## src/rtl/pum_pkg.sv

```systemverilog
// Shared types, codes and constants of the page usage map.
package pum_pkg;

	localparam int ID_W        = 31;
	localparam int ENTRIES_DEF = 8192;
	localparam int WORD_W      = 16;
	localparam int BIT_W       = 4;
	localparam int QUEUE_DEPTH = 2;
	localparam int QPTR_W      = 1;

	localparam logic [ID_W-1:0] ID_MASK = {ID_W{1'b1}};

	localparam logic [2:0] OP_SET    = 3'd0;
	localparam logic [2:0] OP_QUERY  = 3'd1;
	localparam logic [2:0] OP_EXTEND = 3'd2;
	localparam logic [2:0] OP_FIND   = 3'd3;
	localparam logic [2:0] OP_OWNER  = 3'd4;

	localparam logic [1:0] STAT_OK     = 2'd0;
	localparam logic [1:0] STAT_RANGE  = 2'd1;
	localparam logic [1:0] STAT_EXTEND = 2'd2;
	localparam logic [1:0] STAT_BADID  = 2'd3;

	typedef enum logic [2:0] {
		CL_SET,
		CL_QUERY,
		CL_EXTEND,
		CL_FIND,
		CL_OWNER,
		CL_BAD
	} cls_t;

	typedef enum logic [2:0] {
		ST_CLEAR,
		ST_IDLE,
		ST_RMW,
		ST_SCAN,
		ST_DIV
	} st_t;

	// one classified transaction as it waits in the queue
	typedef struct packed {
		cls_t               cls;
		logic [ID_W-1:0]    pid;
		logic signed [31:0] offset;
		logic               new_flag;
		logic [ID_W-1:0]    base;
		logic [ID_W-1:0]    lim;
	} item_t;

endpackage

```

## src/rtl/pum_fifo.sv

```systemverilog
// Two-entry queue between the front end and the execution back end.
module pum_fifo (
	input  logic           clk,
	input  logic           arst_n,
	input  logic           push_valid,
	output logic           push_ready,
	input  pum_pkg::item_t push_item,
	output logic           pop_valid,
	input  logic           pop_ready,
	output pum_pkg::item_t pop_item
);

	localparam int CW = $clog2(pum_pkg::QUEUE_DEPTH + 1);

	pum_pkg::item_t              slot_q [pum_pkg::QUEUE_DEPTH];
	logic [pum_pkg::QPTR_W-1:0]  wr_ptr_q;
	logic [pum_pkg::QPTR_W-1:0]  rd_ptr_q;
	logic [CW-1:0]               count_q;
	logic                        push;
	logic                        pop;

	assign push_ready = count_q != CW'(pum_pkg::QUEUE_DEPTH);
	assign pop_valid  = count_q != '0;
	assign pop_item   = slot_q[rd_ptr_q];
	assign push       = push_valid && push_ready;
	assign pop        = pop_valid && pop_ready;

	always_ff @(posedge clk or negedge arst_n) begin
		if (!arst_n) begin
			wr_ptr_q <= '0;
			rd_ptr_q <= '0;
			count_q  <= '0;
		end else begin
			if (push) begin
				wr_ptr_q <= wr_ptr_q + 1'b1;
			end
			if (pop) begin
				rd_ptr_q <= rd_ptr_q + 1'b1;
			end
			if (push && !pop) begin
				count_q <= count_q + 1'b1;
			end else if (pop && !push) begin
				count_q <= count_q - 1'b1;
			end
		end
	end

	always_ff @(posedge clk) begin
		if (push) begin
			slot_q[wr_ptr_q] <= push_item;
		end
	end

endmodule

```

## config.mk

```make
export PLATFORM = sky130hd
export DESIGN_NAME = pum_fifo
export DESIGN_NICKNAME = d
export VERILOG_FILES = /design/src/rtl/pum_pkg.sv /design/src/rtl/pum_fifo.sv
export SDC_FILE = /design/constraint.sdc
export NUM_CORES = 1
export LEC_CHECK = 0
export BUFFER_PORTS_ARGS = -buffer_cell sky130_fd_sc_hd__buf_4
export CAP_MARGIN = 25
export CELL_PAD_IN_SITES_DETAIL_PLACEMENT = 2
export CELL_PAD_IN_SITES_GLOBAL_PLACEMENT = 2
export CORE_MARGIN = 1
export CORE_UTILIZATION = 34
export CTS_CLUSTER_DIAMETER = 150
export DETAILED_ROUTE_END_ITERATION = 16
export PLACE_DENSITY = 0.79
export RECOVER_POWER = 25
export SYNTH_ARGS = -nofsm -noshare
export SYNTH_HDL_FRONTEND = slang
export SYNTH_SLANG_ARGS = --single-unit
```

## constraint.sdc

```tcl
create_clock -name clk -period 7.1 [get_ports clk]
set_input_delay 1.42 -clock clk [delete_from_list [all_inputs] [get_ports clk]]
set_output_delay 1.42 -clock clk [all_outputs]
set_load 0.05 [all_outputs]
```

Yosys cells after proc, flatten, opt, wreduce, memory -nomap -nowiden:

Memories as Yosys holds them, arrays and structs flattened.
Index checks and enable logic that the tools add are counted.
Widths: inputs -> output; s select.

* mux-type cells: 4
* add/sub/neg operators: 4
* eq/ne operators: 1
* reductions and logical operators: 8

Operators by type and width (count)
* $logic_and 1x1->1: 4
* $mux 2: 2
* $reduce_bool 2->1: 2
* $add 1x1->1 const B: 2
* $add 2x1->2 const B: 1
* $logic_not 1->1: 2
* $mux 1: 2
* $ne 2x2->1 const B: 1
* $sub 2x1->2 const B: 1

* memories kept: 1
* bits in writable memories: 258
* bits in registers: 4
* input bits: 133

Memories
* slot_q: words 2, bits a word 129, read ports 1, clocked after Yosys merged registers in 0, write ports 1, RTL line pum_fifo.sv:15 `pum_pkg::item_t slot_q [pum_pkg::QUEUE_DEPTH];`

Longest topological paths before layout:

* depth in word-level cells: 6
* depth in mapped cells: 7
* gate-level depth less buffers: 7

Least setup slack after synthesis:

OpenSTA, ideal clock, no wires.

* path kind: input to register
* start: input port push_valid
* end: memory slot_q[0][0] (netlist bit), enable pin
* slack: -413 ps
* arrival: 6894 ps
* data required time: 6481 ps
* stages: 2
* library setup time: 619 ps
* cells stage by stage: nand2_1 -> nor2_1

* cells in the longest elaborated chain, start to end: 3

RTL lines
* from (decl): RTL line pum_fifo.sv:5 `input logic push_valid,`
* $logic_and 1x1->1: RTL line pum_fifo.sv:25 `assign push = push_valid && push_ready;`
* $mux 1: RTL line pum_fifo.sv:49 `if (push) begin`
* $mux 1 (implied by the code): RTL line pum_fifo.sv:50 `slot_q[wr_ptr_q] <= push_item;`
* to (decl): RTL line pum_fifo.sv:15

Every way passes these cells.

==> run_results.csv <==
group,metric,value,unit
die,ios,264,
routing,wl_per_cell,21.1,um
die,die_h,169,um
critical_path,critPathKind,"register to output port",
logic_synthesis,ys_seq_area_frac,0.824,
critical_path,r2r_cells,3,
critical_path,critPathMaxFanout,47,
logic_synthesis,synthTopCellsByCount,"edfxtp_1, mux2_2, buf_6, dfrtp_1",
critical_path,critPathLaunch,"rd_ptr_q$_DFFE_PN0P_",
critical_path,slowest_delay,0.86,ns
finish,final_area,12800,um^2
sta,tightestPinTransition,1.00,ns
sta,whs,0.497,ns
power,internal_power,3.87,mW
routing,first_pass_iters,4,
placed_design,portBuffers,263,
placed_design,dp.cells,1045,
sta,max_freq,0.244,GHz
logic_synthesis,netlist_instances,419,
global_route,grt_usage,0.160,
routing,via_count,4916,
logic_synthesis,synth_nets,553,
finish,num-fill-cells,2528,
sta,finalSetupViolations,0,
clock_network,cts_made_buffers,29,
critical_path,crit_slowest_cell,"dfrtp_4",
logic_synthesis,ys_types,15,
placed_design,dp_hpwl,15600,um
logic_synthesis,synth_ff_type,"edfxtp_1",
routing,vias_per_cell,4.47,
routing,drc,0,
clock_network,cts_root_buffer,"clkbuf_16",
global_route,grt_pass1_wl,34300,um
job,cap_violations,0,
clock_network,post_cts.repair.setup_buffers,0,
global_route,antenna_found_initial,1,
critical_path,cp_cell_sequence,"buf_4 > mux2_2 > buf_4",
finish,area_delta_synth_final,34.0,%
critical_path,r2r-end,"slot_q[1][104]$_DFFE_PP_",
sta,fin_skew,0.0186,ns
logic_synthesis,yosys_warnings,0,
power,p_sw_frac,0.396,
power,p_per_area,502,nW/um^2
logic_synthesis,yosysTopAreaCell,"edfxtp_1",
power,combPwrFrac,0.417,
routing,postRouteWirelength,23200,um
routing,drt_iter0_drc,176,
clock_network,cts.htree.levels,1,
logic_synthesis,synthArstFlopShare,0.0153,
sta,final.period_utilization,0.578,
finish,stdcell_count,1099,
global_route,grt_remaining_overflow,0,
power,p_sw,2.54,mW
logic_synthesis,synth_area_leaders,"edfxtp_1, mux2_2, buf_6",
die,rows,60,
clock_network,clock_path_buffers,3,
power,peakVddDrop,284,uV
sta,slew_viol_final,0,
finish,nNetsFinal,839,
finish,fin_util,0.468,
die,start_util,0.350,
die,coreArea,27300,um^2
clock_network,holdBufCountCts,0,
min_path,hold_path_class,"register to register",
logic_synthesis,synth_most_common_cell,"edfxtp_1",
placed_design,dpl-instance-area,11900,um^2
routing,ant_nets,0,
critical_path,critPathRequiredTime,5.68,ns
placed_design,gp_congestion,0.715,
global_route,grt_max_degree,76,
finish,multiInputGateArea,1560,um^2
clock_network,cts_tree,"done",
power,p_leak,4.65,nW
clock_network,cts_resized,0,
critical_path,cp-end-kind,"output port",
power,seqPwrFrac,0.354,
logic_synthesis,synth_area,9530,um^2
clock_network,cts.sink_count,262,
critical_path,start_kind,"register",
sta,hold_violations,0,
die,die_area,28700,um^2
critical_path,r2r-start,"count_q[0]$_DFFE_PN0P_",
critical_path,worst_ep_arrival_time,2.69,ns
sta,tns,0,ns
critical_path,crit_path_end,"pop_item[41]",
power,power.share.clock,0.229,
logic_synthesis,synth_top_area_share,0.813,
sta,min_period,4.11,ns
finish,seq_area,7850,um^2
outcome,run_status,"complete, no violations",
logic_synthesis,synth_edf_count,258,
die,fp.dieW,169,um
logic_synthesis,syn_area_per_cell,22.7,um^2
sta,rsz0062_at_grt,"false",
critical_path,reg2reg_slack,4.32,ns
critical_path,cpMostUsedCell,"buf_4",
finish,antenna_cells,0,
logic_synthesis,synth_seq_cells,262,
sta,max_slew_margin,0.333,
clock_network,clkTransAtPathRegs,0.06,ns
finish,layout-drive-gt1-share,0.571,
global_route,grt_pass1_vias,5712,
clock_network,clk_latency,0.53,ns
## critical path: cells and delay by family, from the launching register on
kind / cells / cell delay (ns)
flip-flops: 1 / 0.86
buffers and inverters: 2 / 0.84
multiplexers: 1 / 0.42
## registers in the layout, indices dropped and copies added, names as in the netlist
name,count
wr_ptr_q,1
count_q,2
rd_ptr_q,1
slot_q,258
## layout make-up
type | count | share of cell area
clock buffers | 41 | 0.0635
clock inverters | 12 | 0.0101
multi-input cells | 142 | 0.122
flip-flops and latches | 262 | 0.615
repair buffers | 269 | 0.153
well taps | 372 | 0.0365
inverters | 1 | 0.000294
## metal layers
| layer | vias to the layer above | share of wire | global-route usage |
|---|---|---|---|
| li1 | 2244 | - | - |
| met1 | 2469 | 0.37 | 0.174 |
| met2 | 170 | 0.55 | 0.304 |
| met3 | 31 | 0.069 | 0.0450 |
| met4 | 2 | 0.016 | 0.0345 |
| met5 | - | 0.00056 | 0 |
## power by group through the flow
stage / Sequential, mW / Clock (mW) / Combinational, mW
final: 2.27 / 1.47 / 2.67
after detailed placement: 2.31 / 0 / 2.69
after floorplan: 2.24 / 0 / 1.99
after CTS: 2.28 / 1.51 / 2.71
after global routing: 2.31 / 1.58 / 2.78
after global placement: 2.31 / 0 / 2.58
## worst min-delay path by stage
stage	start	to	slack (ns)	cells after the start
6_report	count_q[1]$_DFFE_PN0P_	count_q[1]$_DFFE_PN0P_	0.50	1
5_1_grt	count_q[1]$_DFFE_PN0P_	count_q[1]$_DFFE_PN0P_	0.54	1
4_1_cts	count_q[1]$_DFFE_PN0P_	count_q[1]$_DFFE_PN0P_	0.50	1
3_5_place_dp	count_q[1]$_DFFE_PN0P_	count_q[1]$_DFFE_PN0P_	0.48	1
3_3_place_gp	count_q[1]$_DFFE_PN0P_	count_q[1]$_DFFE_PN0P_	0.47	1
2_1_floorplan	count_q[1]$_DFFE_PN0P_	count_q[1]$_DFFE_PN0P_	0.46	1
## cell usage in the layout, fill, tap and decap left out, types with 2 or more instances in the layout
cell         n
mux2_2     129
nand2_1      2
xnor2_1      3
clkbuf_8     4
xor2_1       2
dfrtp_1      3
buf_4      181
clkbuf_4    59
clkbuf_16   29
clkinv_2     4
clkbuf_1    35
bufinv_16    3
clkinv_1     5
edfxtp_1   258
## cells by family after synthesis
kind of cell,share of synthesized area
simple gates,0.00355
mux,0.152
flops,0.824
buf+inv,0.0146
fa+ha+maj,0.00131
xor+xnor,0.00460
## metrics by stage
step	worst slack [ns]	total power, mW
floorplan	1.77	4.23
global placement	3.21	4.89
detailed placement	3.39	5.00
CTS	2.93	6.51
global route	2.85	6.66
finish	2.99	6.41
(Power assumes the default switching activity.)
