--- config.mk ---
export PLATFORM = sky130hd
export DESIGN_NAME = pum_front
export DESIGN_NICKNAME = d
export VERILOG_FILES = /design/src/rtl/pum_pkg.sv /design/src/rtl/pum_front.sv
export SDC_FILE = /design/constraint.sdc
export NUM_CORES = 1
export LEC_CHECK = 0
export ABC_AREA = 1
export BUFFER_PORTS_ARGS = -buffer_cell sky130_fd_sc_hd__buf_2
export CORE_ASPECT_RATIO = 1.5
export CORE_UTILIZATION = 47
export DETAILED_ROUTE_END_ITERATION = 12
export PLACE_DENSITY = 0.83
export REMOVE_ABC_BUFFERS = 1
export SLEW_MARGIN = 25
export SYNTH_ARGS = -nofsm -noshare
export SYNTH_HDL_FRONTEND = slang
export SYNTH_SLANG_ARGS = --single-unit
--- constraint.sdc ---
create_clock -name clk -period 2.4 [get_ports clk]
set_input_delay 0.36 -clock clk [delete_from_list [all_inputs] [get_ports clk]]
set_output_delay 0.36 -clock clk [all_outputs]
set_load 0.01 [all_outputs]
--- src/rtl/pum_pkg.sv ---
// Shared types, codes and constants of the page usage map.
package pum_pkg;

	localparam int ID_W        = 31;
	localparam int ENTRIES_DEF = 8192;
	localparam int WORD_W      = 16;
	localparam int BIT_W       = 4;
	localparam int QUEUE_DEPTH = 2;
	localparam int QPTR_W      = 1;

	localparam logic [ID_W-1:0] ID_MASK = {ID_W{1'b1}};

	localparam logic [2:0] OP_SET    = 3'd0;
	localparam logic [2:0] OP_QUERY  = 3'd1;
	localparam logic [2:0] OP_EXTEND = 3'd2;
	localparam logic [2:0] OP_FIND   = 3'd3;
	localparam logic [2:0] OP_OWNER  = 3'd4;

	localparam logic [1:0] STAT_OK     = 2'd0;
	localparam logic [1:0] STAT_RANGE  = 2'd1;
	localparam logic [1:0] STAT_EXTEND = 2'd2;
	localparam logic [1:0] STAT_BADID  = 2'd3;

	typedef enum logic [2:0] {
		CL_SET,
		CL_QUERY,
		CL_EXTEND,
		CL_FIND,
		CL_OWNER,
		CL_BAD
	} cls_t;

	typedef enum logic [2:0] {
		ST_CLEAR,
		ST_IDLE,
		ST_RMW,
		ST_SCAN,
		ST_DIV
	} st_t;

	// one classified transaction as it waits in the queue
	typedef struct packed {
		cls_t               cls;
		logic [ID_W-1:0]    pid;
		logic signed [31:0] offset;
		logic               new_flag;
		logic [ID_W-1:0]    base;
		logic [ID_W-1:0]    lim;
	} item_t;

endpackage

--- src/rtl/pum_front.sv ---
// Front end: base page register, input acceptance and operation classification.
module pum_front (
	input  logic                     clk,
	input  logic                     arst_n,
	input  logic                     cfg_valid,
	output logic                     cfg_ready,
	input  logic [pum_pkg::ID_W-1:0] cfg_data,
	input  logic                     in_valid,
	output logic                     in_ready,
	input  logic [2:0]               operation,
	input  logic [pum_pkg::ID_W-1:0] page_id,
	input  logic                     new_flag,
	input  logic                     clearing,
	output logic                     push_valid,
	input  logic                     push_ready,
	output pum_pkg::item_t           push_item
);

	logic [pum_pkg::ID_W-1:0] base_page_q;
	pum_pkg::cls_t            cls;

	assign cfg_ready = 1'b1;

	always_ff @(posedge clk or negedge arst_n) begin
		if (!arst_n) begin
			base_page_q <= pum_pkg::ID_W'(1);
		end else if (cfg_valid) begin
			base_page_q <= cfg_data;
		end
	end

	always_comb begin
		unique case (operation)
			pum_pkg::OP_SET:    cls = pum_pkg::CL_SET;
			pum_pkg::OP_QUERY:  cls = pum_pkg::CL_QUERY;
			pum_pkg::OP_EXTEND: cls = pum_pkg::CL_EXTEND;
			pum_pkg::OP_FIND:   cls = pum_pkg::CL_FIND;
			pum_pkg::OP_OWNER:  cls = pum_pkg::CL_OWNER;
			default:            cls = pum_pkg::CL_BAD;
		endcase
	end

	// hold off new transactions while the flag store is being wiped
	assign in_ready   = push_ready && !clearing;
	assign push_valid = in_valid && !clearing;

	always_comb begin
		push_item.cls      = cls;
		push_item.pid      = page_id;
		push_item.offset   = $signed({1'b0, page_id}) - $signed({1'b0, base_page_q});
		push_item.new_flag = new_flag;
		push_item.base     = base_page_q;
		// pages past this offset would overflow the id space
		push_item.lim      = pum_pkg::ID_MASK - base_page_q;
	end

endmodule

Word-level counts from Yosys, hierarchy flattened

Index checks and enable logic that the tools add are counted.

Bits in registers: 31
Input bits: 72
Output and inout port bits: 132
Logic and storage cells: 12

Add/sub/neg operators: 2
Equal/unequal tests: 4
Multiplexer cells: 1
Reductions and logical operators: 4

Operators by type and width:

| cell                     | number |
|---|---|
| $sub A31 B31 Y32         | 1 |
| $sub A31 B31 Y31 const A | 1 |
| $pmux W3 S5              | 1 |
| $eq A3 B2 Y1 const B     | 2 |
| $eq A3 B1 Y1 const B     | 1 |
| $eq A3 B3 Y1 const B     | 1 |
| $logic_not A3 Y1         | 1 |
| $logic_and A1 B1 Y1      | 2 |
| $logic_not A1 Y1         | 1 |

Longest topological paths before layout

Word-level depth: 2
Depth in mapped cells: 12
Depth with buffers taken out: 12

Least setup slack after synthesis

OpenSTA, ideal clock, no wires.

Path type: input port to output port
Start point: in page_id[0] (netlist bit)
End point: out push_item[91] (netlist bit)
Arrival: 1.698 ns
Data required time: 2.040 ns
Slack: 0.342 ns
Stages on the path: 12
Buffers on the path: 0
Cells stage by stage: inv_1 -> ha_1 -> fa_1 -> inv_1 -> nand3_1 -> nand3_1 -> nand3_1 -> nand3_1 -> nand2_1 -> nand2_1 -> nand2_1 -> nand2_1

RTL lines:

| element            | RTL line        | text |
|---|---|---|
| start: declaration | pum_front.sv:11 | `input logic [pum_pkg::ID_W-1:0] page_id,` |
| end: declaration   | pum_front.sv:16 | `output pum_pkg::item_t push_item` |

==> flow_summary.json <==
{
  "ir_drop_mv": 0.456,
  "kind_of_cell_with_the_highest_combined_delay_on_the_critical_path": "flip-flops",
  "fillers": 676,
  "netlist_area_um2": 3830,
  "cts.path.max_buffers": 2,
  "final_count_of_hold_timing_violations": 0,
  "max-slew-margin-rel_pct": 48.9,
  "fin_nets": 947,
  "global_placer_s_final_weighted_congestion": 0.939,
  "netlist-cell-type-count": 25,
  "clkSlewWorstSetupHoldPaths_ns": 0.06,
  "post_drt_via_cell_ratio": 4.85,
  "area_growth_pct": 45.6,
  "timing_worst_slew_pin_value_ns": 0.766,
  "most-common-layout-cells": "sky130_fd_sc_hd__nand2_1, sky130_fd_sc_hd__buf_2, sky130_fd_sc_hd__inv_1, sky130_fd_sc_hd__nor2_1",
  "route.antenna.remaining_nets": 0,
  "finalInstanceArea_um2": 5580,
  "unrepaired_setup_endpoints_after_global_routing": "yes",
  "critical-path-slowest-cell": "sky130_fd_sc_hd__dfstp_2",
  "crit_path_max_incr_delay_ns": 0.56,
  "timing.critical_path.buf_inv": 3,
  "num_antenna_cells": 0,
  "layout_commonest_cell": "sky130_fd_sc_hd__nand2_1",
  "holdBufCountCts": 0,
  "maxCapViolations": 0,
  "synth_top_area_cell": "sky130_fd_sc_hd__nand2_1",
  "postSynthRegisterBits": 31,
  "insertion_delay_ns": 0.28,
  "core_area_um2": 7960,
  "drc_violation_total_after_the_first_tritonroute_iteration": 151,
  "pwr-share-seq_pct": 19.6,
  "synth-warning-count": 0,
  "final_max_slew_viol_count": 0,
  "crit_path_end_kind": "output port",
  "tritoncts.num_buffers": 5,
  "dr_total_vias": 4606,
  "power_leakage_nw": 3.33,
  "power.share.switching_pct": 42.0,
  "critical_path.cell_chain": "ha_4 -> fa_2 -> inv_2 -> buf_4 -> nand2_2 -> nand3_2 -> nand2_2 -> nand2_4 -> nand2_2 -> nand2_1 -> nand2_1 -> nand2_1 -> buf_2",
  "total_of_endpoints_with_negative_setup_slack_in_the_final_report": 0,
  "avgRoutedWirePerCell_um": 12.6,
  "synth.area.top_cells": "sky130_fd_sc_hd__nand2_1, sky130_fd_sc_hd__dfrtp_1, sky130_fd_sc_hd__inv_1",
  "final.min_clock_period_ns": 2.39,
  "combinationalPowerShare_pct": 55.4,
  "place_hpwl_mm": 9.01,
  "post-synth-top-area-fraction_pct": 24.4,
  "post_dp_cell_area_um2": 4720,
  "clock_skew_ns": 0,
  "die-width_um": 75.8,
  "largest_net_degree_at_the_start_of_global_routing": 32,
  "clkPwrFrac_pct": 25.0,
  "synth-seq-area-share_pct": 20.3,
  "grt_usage_pct": 25.6,
  "powerDensity_nw_per_um2": 547,
  "drt_pre_antenna_iters": 5,
  "drt_drc_violations_left": 0,
  "status": "finished clean",
  "floorplan.io_pins": 204,
  "switching_power_mw": 1.28,
  "grt_antenna_before_repair": 0,
  "gr_overflow_total": 0,
  "io_buffers": 200,
  "cellInternalPower_mw": 1.77,
  "tritoncts_clock_tree": "done",
  "die_area_um2": 8530,
  "floorplan.initialDensity_pct": 48.2,
  "worst-endpoint-arrival_ns": 2.03,
  "postSynthCellCount": 668,
  "via_count_of_the_first_global_routing_pass": 4032,
  "fp-row-count": 40,
  "clock_sink_count": 31,
  "fmaxAchievable_mhz": 418,
  "grt_pass1_wl_mm": 16.9,
  "hold_class": "input pin to asynchronous set/reset pin",
  "max_ffs_per_register": 31,
  "root_buffer": "sky130_fd_sc_hd__clkbuf_16",
  "detail_route.wirelength_mm": 12.0,
  "drive_gt1_share_pct": 41.1,
  "critPathKind": "flop to output port",
  "startpoint_kind_of_the_worst_setup_timing_path": "flop",
  "synth_area_per_cell_um2": 5.74,
  "largest-register": "base_page_q",
  "critPathMaxFanout": 3,
  "cp.required_ns": 2.04,
  "die_outline_height_um": 113,
  "reg_top3": "base_page_q (31)",
  "whs_ns": 0.147,
  "fin_crit_sh_pct": 99.8,
  "final_util_pct": 70.2,
  "reg2reg_slack_ns": 1.47,
  "cts.htree.levels": 2
}
-- metrics by stage --
stage / TNS, ns / total power [mW] / std cells / worst slack [ns]
global placement: 0 / 1.97 / 936 / 0.000930
finish: 0 / 3.06 / 949 / 0.00506
floorplan: 0 / 1.43 / 627 / 0.342
CTS: -0.0215 / 2.80 / 948 / -0.0123
detailed placement: -0.0452 / 1.98 / 936 / -0.0427
global route: -0.871 / 3.26 / 949 / -0.0950
-- power groups by stage --
stage,Clock (mW),Sequential (mW),Combinational (mW)
final,0.765,0.599,1.69
after floorplan,0,0.628,0.798
after detailed placement,0,0.602,1.38
after CTS,0.776,0.594,1.43
after global routing,0.798,0.606,1.85
after global placement,0,0.600,1.37
-- per-layer routing --
metal / global-route usage (%) / wire length, µm / vias to the layer above
met4: 13.1 / 483 / 0
met1: 25.0 / 4270 / 2060
met3: 2.87 / 568 / 36
li1: - / - / 2339
met2: 49.5 / 6680 / 171
met5: 0 / 0 / -
-- logic make-up (layout without fill, tap and decap cells) --
family                     Yosys count  count (layout)  share of synthesized area (%)
adders and majority gates           32              32                           10.6
other                                1               1                         0.0978
buffers and inverters              188             364                           21.6
AOI/OAI and AO/OA                   59              59                           8.12
DFF                                 31              31                           20.3
xor gates and xnor gates            13              13                           2.97
and+or+nand+nor                    344             344                           36.3
-- path summary, 6_finish.rpt --
path / depth (start not counted) / end / start
min reg2reg: 2 / base_page_q[30]$_DFFE_PN0P_ / base_page_q[30]$_DFFE_PN0P_
max: 13 / push_item[93] / base_page_q[0]$_DFFE_PN1P_
max reg2reg: 3 / base_page_q[0]$_DFFE_PN1P_ / base_page_q[0]$_DFFE_PN1P_
min: 1 / base_page_q[11]$_DFFE_PN0P_ / arst_n
max in group asynchronous: 1 / base_page_q[28]$_DFFE_PN0P_ / arst_n
min in group clk: 3 / base_page_q[16]$_DFFE_PN0P_ / cfg_data[16]
-- synthesized netlist by cell type --
library cell / instances
sky130_fd_sc_hd__a21o_1: 2
sky130_fd_sc_hd__a21oi_1: 22
sky130_fd_sc_hd__buf_4: 33
sky130_fd_sc_hd__clkbuf_1: 8
sky130_fd_sc_hd__conb_1: 1
sky130_fd_sc_hd__dfrtp_1: 30
sky130_fd_sc_hd__dfstp_2: 1
sky130_fd_sc_hd__fa_1: 1
sky130_fd_sc_hd__ha_1: 31
sky130_fd_sc_hd__inv_1: 147
sky130_fd_sc_hd__nand2_1: 249
sky130_fd_sc_hd__nand2_2: 4
sky130_fd_sc_hd__nand3_1: 28
sky130_fd_sc_hd__nand3_2: 2
sky130_fd_sc_hd__nand3b_1: 2
sky130_fd_sc_hd__nand4_1: 7
sky130_fd_sc_hd__nor2_1: 45
sky130_fd_sc_hd__nor2_2: 3
sky130_fd_sc_hd__nor3_1: 3
sky130_fd_sc_hd__nor3_2: 1
sky130_fd_sc_hd__o21ai_0: 32
sky130_fd_sc_hd__o21bai_1: 2
sky130_fd_sc_hd__o21bai_2: 1
sky130_fd_sc_hd__xnor2_1: 1
sky130_fd_sc_hd__xor2_1: 12
-- cell type report --
cell class                 count  area [µm²]  area share [%]
timing repair buffer         209        1080            19.3
multi-input combinational    449        2870            51.4
clock buffer                   6         139            2.49
inverter                     147         552            9.88
clock inverter                 2        35.0           0.628
tap                          105         131            2.35
sequential                    31         777            13.9
-- timing repair --
action                     4_1_cts  5_1_grt
gates cloned                     0        0
setup endpoints to repair       18       25
hold endpoints to repair         0        0
gates resized for setup         23      135
buffers inserted                 4        1
pin swaps                        3       26
Power figures use the tool's default switching activity.
